### src/sv/trs_pkg.sv
// shared types and constants for the transform compose pipeline
package trs_pkg;

    // field widths
    localparam int POS_W   = 32;
    localparam int QUAT_W  = 16;
    localparam int SCALE_W = 24;
    localparam int ENT_W   = 24;
    localparam int PROD_W  = 2 * QUAT_W;
    localparam int ROT_W   = 35;
    localparam int MUL_W   = ROT_W + SCALE_W;
    localparam int FRAC_SH = 28;
    localparam int SHR_W   = MUL_W - FRAC_SH;

    // fixed-point constants
    localparam logic signed [ROT_W-1:0] ROT_ONE    = ROT_W'(64'sd1 <<< FRAC_SH);
    localparam logic signed [MUL_W-1:0] ROUND_BIAS = MUL_W'(64'sd1 <<< (FRAC_SH - 1));
    localparam logic signed [SHR_W-1:0] Q716_MAX   = SHR_W'(64'sd8388607);
    localparam logic signed [SHR_W-1:0] Q716_MIN   = SHR_W'(-64'sd8388608);

    // one incoming transform
    typedef struct packed {
        logic signed [POS_W-1:0]   pos_x;
        logic signed [POS_W-1:0]   pos_y;
        logic signed [POS_W-1:0]   pos_z;
        logic signed [QUAT_W-1:0]  quat_x;
        logic signed [QUAT_W-1:0]  quat_y;
        logic signed [QUAT_W-1:0]  quat_z;
        logic signed [QUAT_W-1:0]  quat_w;
        logic signed [SCALE_W-1:0] scale_x;
        logic signed [SCALE_W-1:0] scale_y;
        logic signed [SCALE_W-1:0] scale_z;
    } t_trs_req;

    // one outgoing matrix
    typedef struct packed {
        logic signed [ENT_W-1:0] m00;
        logic signed [ENT_W-1:0] m01;
        logic signed [ENT_W-1:0] m02;
        logic signed [ENT_W-1:0] m10;
        logic signed [ENT_W-1:0] m11;
        logic signed [ENT_W-1:0] m12;
        logic signed [ENT_W-1:0] m20;
        logic signed [ENT_W-1:0] m21;
        logic signed [ENT_W-1:0] m22;
        logic signed [POS_W-1:0] tx;
        logic signed [POS_W-1:0] ty;
        logic signed [POS_W-1:0] tz;
    } t_trs_res;

    // position and scale carried down the pipe
    typedef struct packed {
        logic [2:0][POS_W-1:0]   pos;
        logic [2:0][SCALE_W-1:0] scale;
    } t_trs_side;

    // quaternion products, lsb 2^-28
    typedef struct packed {
        logic signed [PROD_W-1:0] xx;
        logic signed [PROD_W-1:0] yy;
        logic signed [PROD_W-1:0] zz;
        logic signed [PROD_W-1:0] xy;
        logic signed [PROD_W-1:0] xz;
        logic signed [PROD_W-1:0] yz;
        logic signed [PROD_W-1:0] wx;
        logic signed [PROD_W-1:0] wy;
        logic signed [PROD_W-1:0] wz;
        t_trs_side                side;
    } t_trs_prod;

    // rotation entries, row major, 1.0 = 2^28
    typedef struct packed {
        logic [8:0][ROT_W-1:0] rot;
        t_trs_side             side;
    } t_trs_rot;

endpackage

### src/sv/trs_rot_build.sv
// second stage: rotation matrix entries from the products
module trs_rot_build (
    input  logic               i_clk,
    input  logic               i_rst_n,
    input  logic               i_valid,
    input  trs_pkg::t_trs_prod i_prod,
    output logic               o_valid,
    output trs_pkg::t_trs_rot  o_rot
);
    import trs_pkg::*;

    logic     r_valid;
    t_trs_rot r_rot;
    t_trs_rot n_rot;

    // widened products
    logic signed [ROT_W-1:0] xx, yy, zz, xy, xz, yz, wx, wy, wz;

    assign xx = ROT_W'(i_prod.xx);
    assign yy = ROT_W'(i_prod.yy);
    assign zz = ROT_W'(i_prod.zz);
    assign xy = ROT_W'(i_prod.xy);
    assign xz = ROT_W'(i_prod.xz);
    assign yz = ROT_W'(i_prod.yz);
    assign wx = ROT_W'(i_prod.wx);
    assign wy = ROT_W'(i_prod.wy);
    assign wz = ROT_W'(i_prod.wz);

    // standard quaternion to rotation formula, exact
    always_comb begin
        n_rot.rot[0] = ROT_ONE - ((yy + zz) <<< 1);
        n_rot.rot[1] = (xy - wz) <<< 1;
        n_rot.rot[2] = (xz + wy) <<< 1;
        n_rot.rot[3] = (xy + wz) <<< 1;
        n_rot.rot[4] = ROT_ONE - ((xx + zz) <<< 1);
        n_rot.rot[5] = (yz - wx) <<< 1;
        n_rot.rot[6] = (xz - wy) <<< 1;
        n_rot.rot[7] = (yz + wx) <<< 1;
        n_rot.rot[8] = ROT_ONE - ((xx + yy) <<< 1);
        n_rot.side   = i_prod.side;
    end

    // valid flag
    always_ff @(posedge i_clk) begin
        if (!i_rst_n) begin
            r_valid <= 1'b0;
        end else begin
            r_valid <= i_valid;
        end
    end

    // payload
    always_ff @(posedge i_clk) begin
        r_rot <= n_rot;
    end

    assign o_valid = r_valid;
    assign o_rot   = r_rot;

endmodule

### config.mk
export PLATFORM = sky130hd
export DESIGN_NAME = trs_rot_build
export DESIGN_NICKNAME = d
export VERILOG_FILES = /design/src/sv/trs_pkg.sv /design/src/sv/trs_rot_build.sv
export SDC_FILE = /design/constraint.sdc
export NUM_CORES = 1
export LEC_CHECK = 0
export BUFFER_PORTS_ARGS = -buffer_cell sky130_fd_sc_hd__buf_2
export CAP_MARGIN = 20
export CELL_PAD_IN_SITES_DETAIL_PLACEMENT = 1
export CELL_PAD_IN_SITES_GLOBAL_PLACEMENT = 1
export CORE_AREA = 4 4 367 369
export DETAILED_ROUTE_END_ITERATION = 7
export DIE_AREA = 0 0 371 373
export GPL_TIMING_DRIVEN = 0
export PLACE_DENSITY_LB_ADDON = 0.05
export SYNTH_ARGS = -nofsm -noshare
export SYNTH_HDL_FRONTEND = slang
export SYNTH_SLANG_ARGS = --single-unit
### constraint.sdc
create_clock -name i_clk -period 9.9 [get_ports i_clk]
set_input_delay 1.98 -clock i_clk [delete_from_list [all_inputs] [get_ports i_clk]]
set_output_delay 1.98 -clock i_clk [all_outputs]
set_load 0.02 [all_outputs]
==> results_dict.tcl, run 1 <==
set metrics [dict create \
    status "finished clean" \
    clkSinkCount 466 \
    relSlewSlack 0.355 \
    hold_viol_final 0 \
    seqPwrFrac 0.322 \
    die_x_um 371 \
    htreeDepth 3 \
    tightestPinTransition_ns 0.955 \
    synth.most_common_cell "dfxtp_1" \
    fin_area_um2 35600 \
    antenna_found_initial 65 \
    synth_top_area_frac 0.355 \
    async_reset_ff_frac 0 \
    power_leakage_nw 16.6 \
    rsz0062_at_grt "no" \
    power.share.combinational 0.319 \
    start_kind "input pin" \
    crit_path_end_kind "flip-flop" \
    wl_um 125000 \
    first_global_vias 26100 \
    synthDistinctLibCells 96 \
    drtAntennaViolNets 0 \
    gr-total-overflow 0 \
    numCtsBuffers 67 \
    ctsHoldBuffers 0 \
    cts_tree "built" \
    synth_area_leaders "dfxtp_1, ha_1, xnor2_1" \
    cts_setup_buffers 0 \
    core-area_um2 131000 \
    cpMaxStageDelayCell "o31ai_1" \
    num-nets-final 4754 \
    grt_util_all_layers 0.173 \
    cts_resized 0 \
    maxSlewViolCount 0 \
    vias 24900 \
    critical_path_class "input pin to flip-flop" \
    synth_flop_cell "dfxtp_1" \
    drtIter0Drc 952 \
    synth_edf_count 0 \
    grt_pass1_wl_um 178000 \
    swShare 0.364 \
    synth-seq-cells 466 \
    wl_per_cell_um 21.5 \
    dp_hpwl_um 108000 \
    initial_core_util 0.201 \
    vias_per_cell 4.28 \
    p_per_area_nw_per_um2 199 \
    worst-path-max-fanout 6 \
    crit_path_start "i_prod[392]" \
    power_mw 7.07 \
    pin_count 943 \
    pre_cts_ws_ns 3.30 \
    drive_above_1_share 0.278 \
    worst_path_largest_cell_delay_ns 0.62 \
    critPathRequiredTime_ns 10.40 \
    die_area_um2 138000 \
    min_path_cells 1 \
    clkTransAtPathRegs_ns 0.06 \
    port_buffers 933 \
    maxCapViolations 0 \
    netlist_area_um2 26300 \
    whs_endpoint "o_rot[109]" \
    synth.avg_cell_area_um2 8.82 \
    rows 133 \
    cts_buffer_depth 3 \
    cts-root-buf "clkbuf_16" \
    intPower_mw 4.50 \
    finalSetupViolCount 0 \
    min_path_type "input pin to flip-flop" \
    ir_drop_mv 0.101 \
    hold_start "i_prod[109]" \
    fin_hold_ws_ns 1.43 \
    switching_power_mw 2.57 \
    cp_cell_sequence "buf_2, ha_1, inv_1, fa_1, nor2b_1, o31a_1, o2111a_1, a2111oi_0, nor4_1, o221ai_1, nor3_1, nand4_1, o31ai_1, nand2_1, xnor2_1" \
    area_growth_pct 35.2 \
    finalSetupTns_ns 0 \
    finalCriticalPeriod_ns 5.75 \
    drcViolationCount 0 \
    critPathArrivalTime_ns 6.25 \
    period_share 0.581 \
    syn_inst 2984 \
    yosys_warnings 0 \
    grt_max_degree 13 \
    place.gp.congestion 0.803 \
    dieHeight_um 373 \
    drt_first_pass_iters 5 \
    fmax_mhz 174 \
    ys_top_cells_by_count "dfxtp_1, ha_1, nor2_1, a21oi_1, inv_1" \
    setup_ws_ns 4.15 \
    synth_top_cell_by_area "dfxtp_1" \
    clockPowerShare 0.358 \
    placed_area_um2 33200 \
    yosysSeqAreaShare 0.355 \
]
[worst max-delay path by stage]
stage | end | depth (start not counted)
final | o_rot[200] | 15
after global routing | o_rot[198] | 15
after CTS | o_rot[200] | 15
after detailed placement | o_rot[200] | 15
after global placement | o_rot[200] | 15
after floorplan | o_rot[338] | 12
[per-layer routing]
layer / track usage / share of wire / vias to the layer above / routed length (um)
li1: - / - / 12400 / -
met1: 0.195 / 0.40 / 11600 / 50300
met2: 0.320 / 0.51 / 657 / 63600
met3: 0.0458 / 0.061 / 195 / 7640
met4: 0.0451 / 0.026 / 16 / 3260
met5: 0 / 0.00086 / - / 108
[per-stage QoR]
stage | utilization | std cells
final | 0.271 | 5816
after global routing | 0.271 | 5811
after CTS | 0.271 | 5801
after detailed placement | 0.253 | 5681
after global placement | 0.253 | 5680
after floorplan | - | 2992
[cell usage in the layout, fill, tap and decap left out, types with 15 or more instances in the layout]
| cell type | synthesis | routed |
|---|---|---|
| clkbuf_16 | 0 | 68 |
| and3_1 | 29 | 29 |
| clkbuf_1 | 74 | 85 |
| a31oi_1 | 32 | 32 |
| a21o_1 | 76 | 76 |
| buf_4 | 20 | 20 |
| nor3_1 | 88 | 88 |
| nand4_1 | 16 | 16 |
| nor2b_1 | 44 | 44 |
| nand3_1 | 57 | 57 |
| diode_2 | 0 | 15 |
| o21a_1 | 28 | 28 |
| dfxtp_1 | 466 | 466 |
| xor2_1 | 85 | 85 |
| o21ai_0 | 130 | 130 |
| a211oi_1 | 32 | 32 |
| o21bai_1 | 62 | 62 |
| or3_1 | 20 | 20 |
| nand2b_1 | 39 | 39 |
| nor2_1 | 257 | 257 |
| ha_1 | 291 | 291 |
| nor4_1 | 24 | 24 |
| buf_2 | 1 | 934 |
| nand2_1 | 131 | 131 |
| xnor2_1 | 220 | 220 |
| inv_1 | 239 | 239 |
| a21oi_1 | 246 | 246 |
[final cells by class]
| class | instances | area [um2] |
|---|---|---|
| antenna | 15 | 37.5 |
| sequential | 466 | 9330 |
| clock inverter | 28 | 394 |
| fill | 15700 | 95600 |
| inverter | 239 | 897 |
| tap | 1755 | 2200 |
| clock buffer | 92 | 1920 |
| buffer | 98 | 452 |
| timing repair buffer | 934 | 4670 |
| multi-input combinational | 2189 | 15700 |
[flip-flops by register name, summed over array words and instances, names as in the netlist]
name,flops
o_rot,465
o_valid,1
[power by group through the flow]
stage | sequential, mW | combinational [mW] | clock (mW)
final | 2.28 | 2.26 | 2.53
after global routing | 2.31 | 2.47 | 2.73
after CTS | 2.29 | 2.31 | 2.66
after detailed placement | 2.32 | 2.30 | 0
after global placement | 2.32 | 2.31 | 0
after floorplan | 2.71 | 0.974 | 0
[kinds of logic (layout without fill, tap and decap cells)]
| logic type | Yosys count | count (layout) | synth area share |
|---|---|---|---|
| buffers and inverters | 337 | 1391 | 0.0513 |
| DFF | 466 | 466 | 0.355 |
| xor gates and xnor gates | 305 | 305 | 0.102 |
| AOI/OAI and AO/OA | 775 | 775 | 0.193 |
| muxes | 14 | 14 | 0.00556 |
| other | 1 | 24 | 0.000143 |
| and+or+nand+nor | 786 | 786 | 0.149 |
| adders and majority gates | 300 | 300 | 0.145 |
[critical path: cells and delay by family]
family / cells / cell delay (ns)
xor gates and xnor gates: 1 / 0.16
AOI/OAI and AO/OA: 5 / 1.71
buffers and inverters: 2 / 0.19
adders and majority gates: 2 / 0.61
and+or+nand+nor: 5 / 1.59
Power figures use the tool's default switching activity.
==> run 2, diff against run 1 <==
ABC_AREA = 1   (was not set)
CORE_AREA = 4 4 368 370   (was 4 4 367 369)
DIE_AREA = 0 0 372 374   (was 0 0 371 373)
clock period = 5.69 ns   (was 9.9 ns; I/O delays follow)
==> results_dict.tcl, run 2 <==
set metrics [dict create \
    status "finished clean" \
    critPathArrivalTime_ns 4.37 \
    period_share 0.677 \
    cts_setup_buffers 0 \
    fin_util 0.306 \
    initial_core_util 0.238 \
    die_x_um 372 \
    synth_area_leaders "dfxtp_1, nand2_1, ha_1" \
    cts_tree "built" \
    rsz0062_at_grt "no" \
    synth_top_cell_by_area "dfxtp_1" \
    syn_inst 4727 \
    drtIter0Drc 1404 \
    critPathRequiredTime_ns 6.21 \
    fmax_mhz 259 \
    tightestPinTransition_ns 0.918 \
    power_leakage_nw 21.8 \
    grt_pass1_wl_um 225000 \
    finalSetupTns_ns 0 \
    drcViolationCount 0 \
    grt_max_degree 18 \
    async_reset_ff_frac 0 \
    dp_hpwl_um 141000 \
    gr-total-overflow 0 \
    maxSlewViolCount 0 \
    drtAntennaViolNets 0 \
    wl_um 157000 \
    clkSinkCount 466 \
    finalCriticalPeriod_ns 3.85 \
    htreeDepth 2 \
    synth_flop_cell "dfxtp_1" \
    hold_viol_final 0 \
    cts_resized 0 \
    relSlewSlack 0.381 \
    hold_start "i_prod[103]" \
    finalSetupViolCount 0 \
    grt_util_all_layers 0.218 \
    synth_top_area_frac 0.296 \
    port_buffers 933 \
    final_common_cell "nand2_1" \
    vias 33100 \
    dieHeight_um 374 \
    start_kind "input pin" \
    ys_top_cells_by_count "nand2_1, inv_1, nor2_1, dfxtp_1, ha_1" \
    yosys_warnings 0 \
    wl_per_cell_um 20.8 \
    rows 134 \
    worst-path-max-fanout 4 \
    largest_register_ffs 465 \
    core-area_um2 133000 \
    cpMaxStageDelayCell "nor2_1" \
    synthDistinctLibCells 44 \
    cpMostUsedCell "nand3_1" \
    synth-seq-cells 466 \
    numCtsBuffers 58 \
    cts_buffer_depth 3 \
    synth.avg_cell_area_um2 6.68 \
    crit_path_end_kind "flip-flop" \
    synth.most_common_cell "nand2_1" \
    setup_ws_ns 1.84 \
    cp_cell_sequence "buf_2, ha_1, inv_1, fa_1, xnor2_1, nor2_1, nand3_1, nor2_1, nand3_1, nor2_1, nand3_1, nor2_2, nand3_1, nand2_1, a21oi_1" \
    pre_cts_ws_ns 1.08 \
    critical_path_class "input pin to flip-flop" \
    ctsHoldBuffers 0 \
    cts-root-buf "clkbuf_16" \
    worst_path_largest_cell_delay_ns 0.58 \
    whs_endpoint "o_rot[103]" \
    antenna_found_initial 37 \
    netlist_area_um2 31600 \
    ir_drop_mv 0.227 \
    clkTransAtPathRegs_ns 0.07 \
    min_path_cells 1 \
    num-nets-final 6487 \
    yosysSeqAreaShare 0.296 \
    drive_above_1_share 0.199 \
    min_path_type "input pin to flip-flop" \
    fin_hold_ws_ns 0.561 \
    drt_first_pass_iters 5 \
    final_cell_mix "nand2_1, buf_2, inv_1" \
    area_growth_pct 28.5 \
    die_area_um2 139000 \
    vias_per_cell 4.39 \
    p_per_area_nw_per_um2 305 \
    pin_count 943 \
    first_global_vias 34200 \
    place.gp.congestion 0.914 \
    maxCapViolations 0 \
    synth_edf_count 0 \
]
## run 2: power by group
part	switching (mW)	leakage [nW]	total [mW]	internal [mW]
Combinational	3.16	16.9	4.48	1.32
Clock	1.60	1.00	3.94	2.34
Sequential	0.145	3.93	3.95	3.80
Total	4.91	21.8	12.4	7.46
## run 2: per-layer routing
metal | track usage | wire length, um | vias up
met2 | 0.352 | 70200 | 755
li1 | - | - | 16700
met3 | 0.0465 | 9830 | 155
met1 | 0.296 | 73900 | 15500
met5 | 0 | 71 | -
met4 | 0.0482 | 3450 | 12
## run 2: worst max-delay path by stage
stage | startpoint | cells after the start | endpoint | slack (ns)
2_1_floorplan | i_prod[360] | 18 | o_rot[196] | 2.40
3_3_place_gp | i_prod[360] | 15 | o_rot[342] | 1.06
3_5_place_dp | i_prod[360] | 15 | o_rot[342] | 1.08
4_1_cts | i_prod[360] | 15 | o_rot[342] | 1.81
5_1_grt | i_prod[360] | 15 | o_rot[342] | 1.59
6_report | i_prod[360] | 15 | o_rot[342] | 1.84
## run 2: stage by stage
step                      power (mW)  cell area (um2)  cells
after floorplan                 6.64            31600   4735
after global placement          8.52            38500   7436
after detailed placement        8.54            38500   7436
after CTS                       12.6            40500   7546
after global routing            13.2            40500   7548
final                           12.4            40500   7556
## run 2: layout make-up
cell class,instances,area [um2]
fill,17000,92100
inverter,866,3250
buffer,87,424
antenna,10,25.0
clock inverter,30,425
multi-input combinational,3316,18600
timing repair buffer,933,4670
tap,1768,2210
sequential,466,9330
clock buffer,80,1620
## run 2: worst max-delay path: cells and delay by family
kind | cells | cell delay (ns)
compound gates | 1 | 0.12
xor+xnor | 1 | 0.19
fa+ha+maj | 2 | 0.81
buf+inv | 2 | 0.21
simple gates | 9 | 1.88
## run 2: cell families (layout without fill, tap and decap cells)
family                   count (synthesis)  in the layout  synth area share
XOR/XNOR                               267            267            0.0744
AND/OR/NAND/NOR                       2139           2139             0.283
adder cells (fa/ha/maj)                300            300             0.121
AO/OA/AOI/OAI                          601            601             0.110
other                                    1             19          0.000119
buffers and inverters                  953           1996             0.116
flip-flops                             466            466             0.296
==> run 3, diff against run 2 <==
ABC_AREA = 0   (was 1)
CORE_AREA = 4 4 367 369   (was 4 4 368 370)
DIE_AREA = 0 0 371 373   (was 0 0 372 374)
clock period = 4 ns   (was 5.69 ns; I/O delays follow)
==> results_dict.tcl, run 3 (synthesis results as in run 1) <==
set metrics [dict create \
    status "finished clean" \
    largest_register_ffs 465 \
    final_cell_mix "buf_2, dfxtp_1, ha_1" \
    cts_buffer_depth 3 \
    worst_path_largest_cell_delay_ns 0.60 \
    critPathRequiredTime_ns 4.51 \
    cts-root-buf "clkbuf_16" \
    numCtsBuffers 66 \
    ir_drop_mv 0.289 \
    first_global_vias 26100 \
    power_leakage_nw 16.8 \
    drtIter0Drc 813 \
    hold_viol_final 0 \
    place.gp.congestion 0.811 \
    finalSetupViolCount 0 \
    drtAntennaViolNets 0 \
    vias 25000 \
    pin_count 943 \
    cts_tree "built" \
    antenna_found_initial 59 \
    relSlewSlack 0.465 \
    maxSlewViolCount 0 \
    finalCriticalPeriod_ns 3.89 \
    grt_util_all_layers 0.173 \
    gr-total-overflow 0 \
    area_growth_pct 37.1 \
    rows 133 \
    worst-path-max-fanout 5 \
    maxCapViolations 0 \
    wl_um 124000 \
    fin_cells 5826 \
    die_area_um2 138000 \
    dp_hpwl_um 107000 \
    core-area_um2 131000 \
    clkSinkCount 466 \
    rsz0062_at_grt "yes" \
    htreeDepth 3 \
    ctsHoldBuffers 0 \
    wl_per_cell_um 21.4 \
    port_buffers 933 \
    cp_cell_sequence "buf_2, ha_1, a211oi_2, o21bai_2, a2111o_1, nand2_1, xnor2_1, or4_4, nor2_4, nand4_4, o41a_1, buf_4, o41a_2" \
    period_share 0.972 \
    tightestPinTransition_ns 0.792 \
    crit_path_end_kind "flip-flop" \
    final_common_cell "buf_2" \
    clkTransAtPathRegs_ns 0.06 \
    cpMaxStageDelayCell "or4_4" \
    min_path_type "input pin to flip-flop" \
    drcViolationCount 0 \
    fin_area_um2 36100 \
    fmax_mhz 257 \
    fin_util 0.275 \
    num-nets-final 4771 \
    critical_path_class "input pin to flip-flop" \
    vias_per_cell 4.29 \
    initial_core_util 0.201 \
    start_kind "input pin" \
    dp.cells 5681 \
    grt_pass1_wl_um 179000 \
    p_per_area_nw_per_um2 485 \
    dieHeight_um 373 \
    placed_area_um2 33200 \
    fillers 15700 \
    fin_hold_ws_ns 0.250 \
    drive_above_1_share 0.293 \
    grt_max_degree 12 \
    die_x_um 371 \
    critPathArrivalTime_ns 4.40 \
    drt_first_pass_iters 5 \
]
[run 3: changes by cell type in the layout (fill, tap and decap cells not counted), moves of 63 or more]
cell     before  now
nand2_1    1225  131
nand3_1     214   57
xor2_1      241   84
xnor2_1      25  217
nor2_1      482  257
a21o_1       13   76
inv_1       862  239
[run 3: critical path, delay by kind of cell]
| family | cells | cell delay, ns |
|---|---|---|
| buf+inv | 2 | 0.30 |
| fa+ha+maj | 1 | 0.32 |
| simple gates | 4 | 1.07 |
| compound gates | 5 | 1.76 |
| xor+xnor | 1 | 0.14 |
[run 3: report_power, final]
group | internal (mW) | switching (mW)
registers | 5.43 | 0.241
logic | 1.99 | 3.69
clock network | 3.72 | 2.44
total | 11.1 | 6.37
[run 3: final cells by class]
class | count | area, um2 | area share
Buffer | 97 | 448 | 0.0124
Tap cell | 1755 | 2200 | 0.0609
Antenna cell | 12 | 30.0 | 0.000833
Multi-Input combinational cell | 2189 | 16100 | 0.446
Sequential cell | 466 | 9330 | 0.259
Inverter | 239 | 897 | 0.0249
Clock buffer | 92 | 1890 | 0.0524
Timing Repair Buffer | 953 | 4830 | 0.134
Clock inverter | 23 | 355 | 0.00985
[run 3: stage by stage]
stage	worst slack (ns)	TNS [ns]	total power, mW
global route	-0.0680	-0.117	18.6
finish	0.110	0	17.5
floorplan	0.00540	0	9.13
global placement	-1.40	-52.39	11.5
CTS	0.0111	0	17.9
detailed placement	-1.45	-51.43	11.4
[run 3: what timing repair did]
action	4_1_cts	5_1_grt
pin swaps	7	16
setup buffers	8	11
endpoints found under the setup margin	29	25
resized for setup	30	48
[run 3: path summary, 6_finish.rpt]
path / from / end / slack (ns) / cells past startpoint
min: i_prod[39] / o_rot[39] / 0.25 / 1
max: i_prod[361] / o_rot[342] / 0.11 / 13
[run 3: routing by layer]
metal	global-route usage	part of all wire	up-vias
met5	0	0.00065	-
met4	0.0368	0.021	12
met3	0.0423	0.060	181
met2	0.322	0.52	624
met1	0.197	0.40	11700
li1	-	-	12500
